### src/rtl/gyro_offset_calibrator_top_assert.svh
// ----------------------------------------------------------------------------
// Gyro offset calibrator assertion macros
// Shared concurrent assertion forms, clocked on clock and held off in reset.
// ----------------------------------------------------------------------------
`ifndef GYRO_OFFSET_CALIBRATOR_TOP_ASSERT_SVH
`define GYRO_OFFSET_CALIBRATOR_TOP_ASSERT_SVH

// Same-cycle implication.
`define GOCAL_ASSERT_IMP(label, ante, cons, msg) \
   label: assert property (@(posedge clock) disable iff (reset) (ante) |-> (cons)) \
      else $error(msg);

// Next-cycle implication.
`define GOCAL_ASSERT_NXT(label, ante, cons, msg) \
   label: assert property (@(posedge clock) disable iff (reset) (ante) |=> (cons)) \
      else $error(msg);

`endif

### src/rtl/gocal_pkg.sv
// ----------------------------------------------------------------------------
// Gyro offset calibrator package
// Shared constants, codes and types.
// ----------------------------------------------------------------------------
package gocal_pkg;

   localparam int SAMPLE_WIDTH_DEF = 16;
   localparam int RATE_WIDTH       = 16;
   localparam int OFFSET_WIDTH     = 16;
   localparam int LIMIT_WIDTH      = 15;
   localparam int SCALE_WIDTH      = 16;
   localparam int COUNT_WIDTH      = 16;
   localparam int NUM_AXES         = 3;
   localparam int CSR_ADDR_WIDTH   = 2;
   localparam int CSR_DATA_WIDTH   = 16;
   localparam int REQ_DATA_WIDTH   = 48;
   localparam int RSP_DATA_WIDTH   = 56;

   localparam int OFFSET_MAX = 32767;
   localparam int OFFSET_MIN = -32768;

   // register indexes
   localparam logic [CSR_ADDR_WIDTH-1:0] CSR_MEAN_SAMPLES = 2'd0;
   localparam logic [CSR_ADDR_WIDTH-1:0] CSR_ERROR_LIMIT  = 2'd1;
   localparam logic [CSR_ADDR_WIDTH-1:0] CSR_OFFSET_SCALE = 2'd2;

   // register reset values
   localparam logic [COUNT_WIDTH-1:0] MEAN_SAMPLES_RST = 16'd100;
   localparam logic [LIMIT_WIDTH-1:0] ERROR_LIMIT_RST  = 15'd10;
   localparam logic [SCALE_WIDTH-1:0] OFFSET_SCALE_RST = 16'd256;

   // request operation codes
   localparam logic OP_SAMPLE  = 1'b0;
   localparam logic OP_RESTART = 1'b1;

   // per-lane control from the sequencing logic
   typedef struct packed {
      logic sample_en;   // fold a sample into the mean
      logic round_end;   // this sample closes the round
      logic restart;     // clear mean and offset
   } axis_ctrl_type;

endpackage

### src/rtl/gocal_axis.sv
// ----------------------------------------------------------------------------
// Gyro offset calibrator axis lane
// Running mean and offset register for one axis, with round-end correction.
// ----------------------------------------------------------------------------
module gocal_axis
   import gocal_pkg::*;
#(
   parameter int SAMPLE_WIDTH = SAMPLE_WIDTH_DEF
) (
   input  logic                           clock,
   input  logic                           reset,
   input  axis_ctrl_type                  ctrl,
   input  logic signed [RATE_WIDTH-1:0]   rate,
   input  logic        [LIMIT_WIDTH-1:0]  error_limit,
   input  logic        [SCALE_WIDTH-1:0]  offset_scale,
   output logic signed [OFFSET_WIDTH-1:0] offset_out,
   output logic                           axis_ok
);

   localparam int SUMW = ((SAMPLE_WIDTH > RATE_WIDTH) ? SAMPLE_WIDTH : RATE_WIDTH) + 1;
   localparam int MAGW = ((SAMPLE_WIDTH + 1) > OFFSET_WIDTH) ? (SAMPLE_WIDTH + 1) : OFFSET_WIDTH;
   localparam int PW   = SAMPLE_WIDTH + SCALE_WIDTH + 1;
   localparam int DW   = PW + 1;

   logic signed [SAMPLE_WIDTH-1:0] mean_ff, mean_in;
   logic signed [OFFSET_WIDTH-1:0] offset_ff, offset_in;

   logic signed [SUMW-1:0]         sum_w, sum_adj, half_w;
   logic signed [SAMPLE_WIDTH-1:0] mean_new;
   logic signed [MAGW-1:0]         mean_ext, mag, limit_ext;
   logic signed [PW-1:0]           prod, prod_adj, corr;
   logic signed [DW-1:0]           diff;
   logic signed [OFFSET_WIDTH-1:0] offset_sat;

   always_comb begin
      // mean = (rate + mean) / 2, truncated toward zero, wrapped to lane width
      sum_w    = SUMW'(rate) + SUMW'(mean_ff);
      sum_adj  = sum_w + $signed({{(SUMW-1){1'b0}}, sum_w[SUMW-1]});
      half_w   = sum_adj >>> 1;
      mean_new = half_w[SAMPLE_WIDTH-1:0];

      mean_ext  = MAGW'(mean_new);
      mag       = mean_new[SAMPLE_WIDTH-1] ? -mean_ext : mean_ext;
      limit_ext = $signed({{(MAGW-LIMIT_WIDTH){1'b0}}, error_limit});
      axis_ok   = !(mag > limit_ext);

      // correction = trunc(mean * scale / 256), Q8.8 scale
      prod     = mean_new * $signed({1'b0, offset_scale});
      prod_adj = prod + $signed({{(PW-8){1'b0}}, {8{prod[PW-1]}}});
      corr     = prod_adj >>> 8;

      diff = DW'(offset_ff) - DW'(corr);
      if (diff > DW'(OFFSET_MAX)) begin
         offset_sat = OFFSET_WIDTH'(OFFSET_MAX);
      end else if (diff < DW'(OFFSET_MIN)) begin
         offset_sat = OFFSET_WIDTH'(OFFSET_MIN);
      end else begin
         offset_sat = diff[OFFSET_WIDTH-1:0];
      end

      offset_out = (ctrl.round_end && !axis_ok) ? offset_sat : offset_ff;

      mean_in   = mean_ff;
      offset_in = offset_ff;
      if (ctrl.restart) begin
         mean_in   = '0;
         offset_in = '0;
      end else if (ctrl.sample_en) begin
         if (ctrl.round_end) begin
            mean_in   = '0;
            offset_in = offset_out;
         end else begin
            mean_in = mean_new;
         end
      end
   end

   always_ff @(posedge clock) begin
      if (reset) begin
         mean_ff   <= '0;
         offset_ff <= '0;
      end else begin
         mean_ff   <= mean_in;
         offset_ff <= offset_in;
      end
   end

endmodule

### config.mk
export PLATFORM = sky130hd
export DESIGN_NAME = gocal_axis
export DESIGN_NICKNAME = d
export VERILOG_FILES = /design/src/rtl/gyro_offset_calibrator_top_assert.svh /design/src/rtl/gocal_pkg.sv /design/src/rtl/gocal_axis.sv
export SDC_FILE = /design/constraint.sdc
export NUM_CORES = 1
export LEC_CHECK = 0
export BUFFER_PORTS_ARGS = -buffer_cell sky130_fd_sc_hd__buf_2
export CAP_MARGIN = 20
export CORE_MARGIN = 5
export CORE_UTILIZATION = 65
export DETAILED_ROUTE_END_ITERATION = 10
export GPL_ROUTABILITY_DRIVEN = 0
export HOLD_SLACK_MARGIN = 0.06
export PLACE_DENSITY = 0.84
export SYNTH_ARGS = -nofsm -noshare
export SYNTH_HDL_FRONTEND = slang
export SYNTH_SLANG_ARGS = --single-unit
### constraint.sdc
create_clock -name clock -period 20.9 [get_ports clock]
set_input_delay 2.09 -clock clock [delete_from_list [all_inputs] [get_ports clock]]
set_output_delay 2.09 -clock clock [all_outputs]
set_load 0.03 [all_outputs]
==> impl_metrics.json <==
{
  "status": "complete, no violations",
  "synth_seq_cells": 32,
  "whs_ns": 0.539,
  "hpwl_um": 30600,
  "clock_latency_ns": 0.29,
  "post-route-period-util_pct": 85.4,
  "drt-initial-drc-count": 1060,
  "max_freq_mhz": 56.0,
  "hold_class": "flop to flop",
  "cts_tree": "built",
  "max-clock-path-buffers": 2,
  "cts.repair.resized": 0,
  "synth_warnings": 0,
  "synthesis.area_um2": 14700,
  "cts.sinks": 32,
  "grt_max_degree": 36,
  "critPathRequiredTime_ns": 18.81,
  "slew_viol_final": 0,
  "start_kind": "input pin",
  "syn_nets": 2287,
  "layout_common_cells": "inv_1 (297), nand2_1 (201), fa_1 (196)",
  "post_cts_buffers": 0,
  "syn_area_per_cell_um2": 7.92,
  "cap_violations": 0,
  "final_nets": 2299,
  "tightest_slew_ns": 1.08,
  "drc": 0,
  "postRouteAntennaNets": 0,
  "wirelength_um": 38300,
  "async_flop_share_pct": 0,
  "clkTransAtPathRegs_ns": 0.06,
  "core_um2": 22400,
  "die-height_um": 160,
  "track_usage_pct": 29.7,
  "crit_fanout": 21,
  "port_buffers": 68,
  "setup_violations": 0,
  "tns_ns": 0,
  "yosysSeqAreaShare_pct": 4.35,
  "fin_skew_ns": 0.00719,
  "die_w_um": 160,
  "areaGrowthSynthToFinish_pct": 4.72,
  "antenna_found_initial": 1,
  "crit_top_cell": "fa_1",
  "cp.arrival_ns": 15.77,
  "diodes": 0,
  "cpMaxStageDelayCell": "fa_1",
  "synth_edf_count": 0,
  "min_period_ns": 17.86,
  "hold_violations": 0,
  "wl_per_cell_um": 17.8,
  "cts_root_buf": "clkbuf_16",
  "syn-instance-count": 1859,
  "synth-main-ff-cell": "dfxtp_1",
  "htreeDepth": 2,
  "vias": 13300,
  "io-pin-count": 69,
  "cts_made_buffers": 5,
  "drive_above_1_share_pct": 6.36,
  "final_common_cell": "inv_1",
  "rsz0062_at_grt": "no",
  "crit_path_end_kind": "output port",
  "yosysUniqueCellTypes": 82,
  "grt_pass1_wl_um": 64300,
  "viasPerCell": 6.17,
  "hold_buffers": 0,
  "cpPeakStageDelay_ns": 0.55,
  "grt-ovfl-total": 0,
  "firstDrtPassIters": 7,
  "initial_core_util_pct": 65.6,
  "die_area_um2": 25700,
  "crit_type": "input pin to output port",
  "grt_pass1_vias": 13500,
  "slew_headroom_pct": 28.0,
  "fill_cells": 1802,
  "row_count": 55
}
==> cells in the mapped netlist (7+ instances only) <==
| cell type | n | area (um^2) |
|---|---|---|
| a2111oi_0 | 7 | 61.3 |
| a211o_1 | 12 | 105 |
| a211oi_1 | 13 | 97.6 |
| a21o_1 | 32 | 240 |
| a21oi_1 | 102 | 510 |
| a31oi_1 | 18 | 113 |
| and2_1 | 118 | 738 |
| and3_1 | 10 | 62.6 |
| buf_2 | 9 | 45.0 |
| clkbuf_1 | 65 | 244 |
| dfxtp_1 | 32 | 641 |
| fa_1 | 196 | 3920 |
| ha_1 | 180 | 2250 |
| inv_1 | 297 | 1110 |
| nand2_1 | 201 | 754 |
| nand2b_1 | 19 | 119 |
| nand3_1 | 41 | 205 |
| nand4_1 | 11 | 68.8 |
| nor2_1 | 110 | 413 |
| nor2b_1 | 30 | 188 |
| nor3_1 | 24 | 120 |
| nor4_1 | 7 | 43.8 |
| o211a_1 | 13 | 130 |
| o211ai_1 | 13 | 97.6 |
| o21a_1 | 20 | 150 |
| o21ai_0 | 38 | 190 |
| o21bai_1 | 11 | 82.6 |
| o31ai_1 | 9 | 67.6 |
| or2_2 | 8 | 50.1 |
| xnor2_1 | 62 | 543 |
| xor2_1 | 37 | 324 |
==> cell families after synthesis <==
kind of cell,after synthesis,synth area share [%]
simple gates,619,21.1
flops,32,4.35
mux,4,0.272
fa+ha+maj,376,42.0
buf+inv,376,9.72
xor+xnor,99,5.89
compound gates,353,16.7
==> worst max-delay path, delay by kind of cell <==
kind | cells | cell delay, ns
XOR/XNOR | 4 | 0.81
AO/OA/AOI/OAI | 16 | 3.76
buffers and inverters | 8 | 1.14
AND/OR/NAND/NOR | 15 | 3.48
adder cells (fa/ha/maj) | 11 | 4.41
==> flip-flops by register name, summed over array words and instances, names as in the netlist <==
register,cells
offset_ff,16
mean_ff,16
==> cell type report <==
| type | instances | area [um^2] | share of cell area (%) |
|---|---|---|---|
| Clock buffer | 6 | 129 | 0.836 |
| Clock inverter | 2 | 35.0 | 0.227 |
| Inverter | 297 | 1110 | 7.24 |
| Multi-Input combinational cell | 1451 | 12700 | 82.2 |
| Sequential cell | 32 | 641 | 4.16 |
| Tap cell | 285 | 357 | 2.31 |
| Timing Repair Buffer | 84 | 460 | 2.99 |
==> path summary, 6_finish.rpt <==
kind	from	end	slack, ns	cells after the start
max	rate[0]	offset_out[10]	3.04	54
min	offset_ff[7]$_SDFFE_PP0P_	offset_ff[7]$_SDFFE_PP0P_	0.54	1
max reg2reg	mean_ff[0]$_SDFFE_PP0P_	offset_ff[1]$_SDFFE_PP0P_	6.54	53
min reg2reg	offset_ff[7]$_SDFFE_PP0P_	offset_ff[7]$_SDFFE_PP0P_	0.54	1
==> layer usage <==
metal,vias up,global-route usage [%],share of wire [%]
met3,123,5.21,8.2
met4,0,9.82,3.8
met5,-,0,0
li1,6167,-,-
met2,606,50.5,48
met1,6415,38.3,40
==> through the flow <==
step	util [%]	instances	area (um^2)	setup slack, ns
floorplan	-	1859	14700	4.26
global placement	68.0	2149	15200	3.68
detailed placement	68.0	2149	15200	3.16
CTS	68.7	2157	15400	3.13
global route	68.7	2157	15400	1.93
finish	68.7	2157	15400	3.04
Power is not shown: default switching activity piles up to over one toggle a cycle in this logic, so the estimate is an artifact.
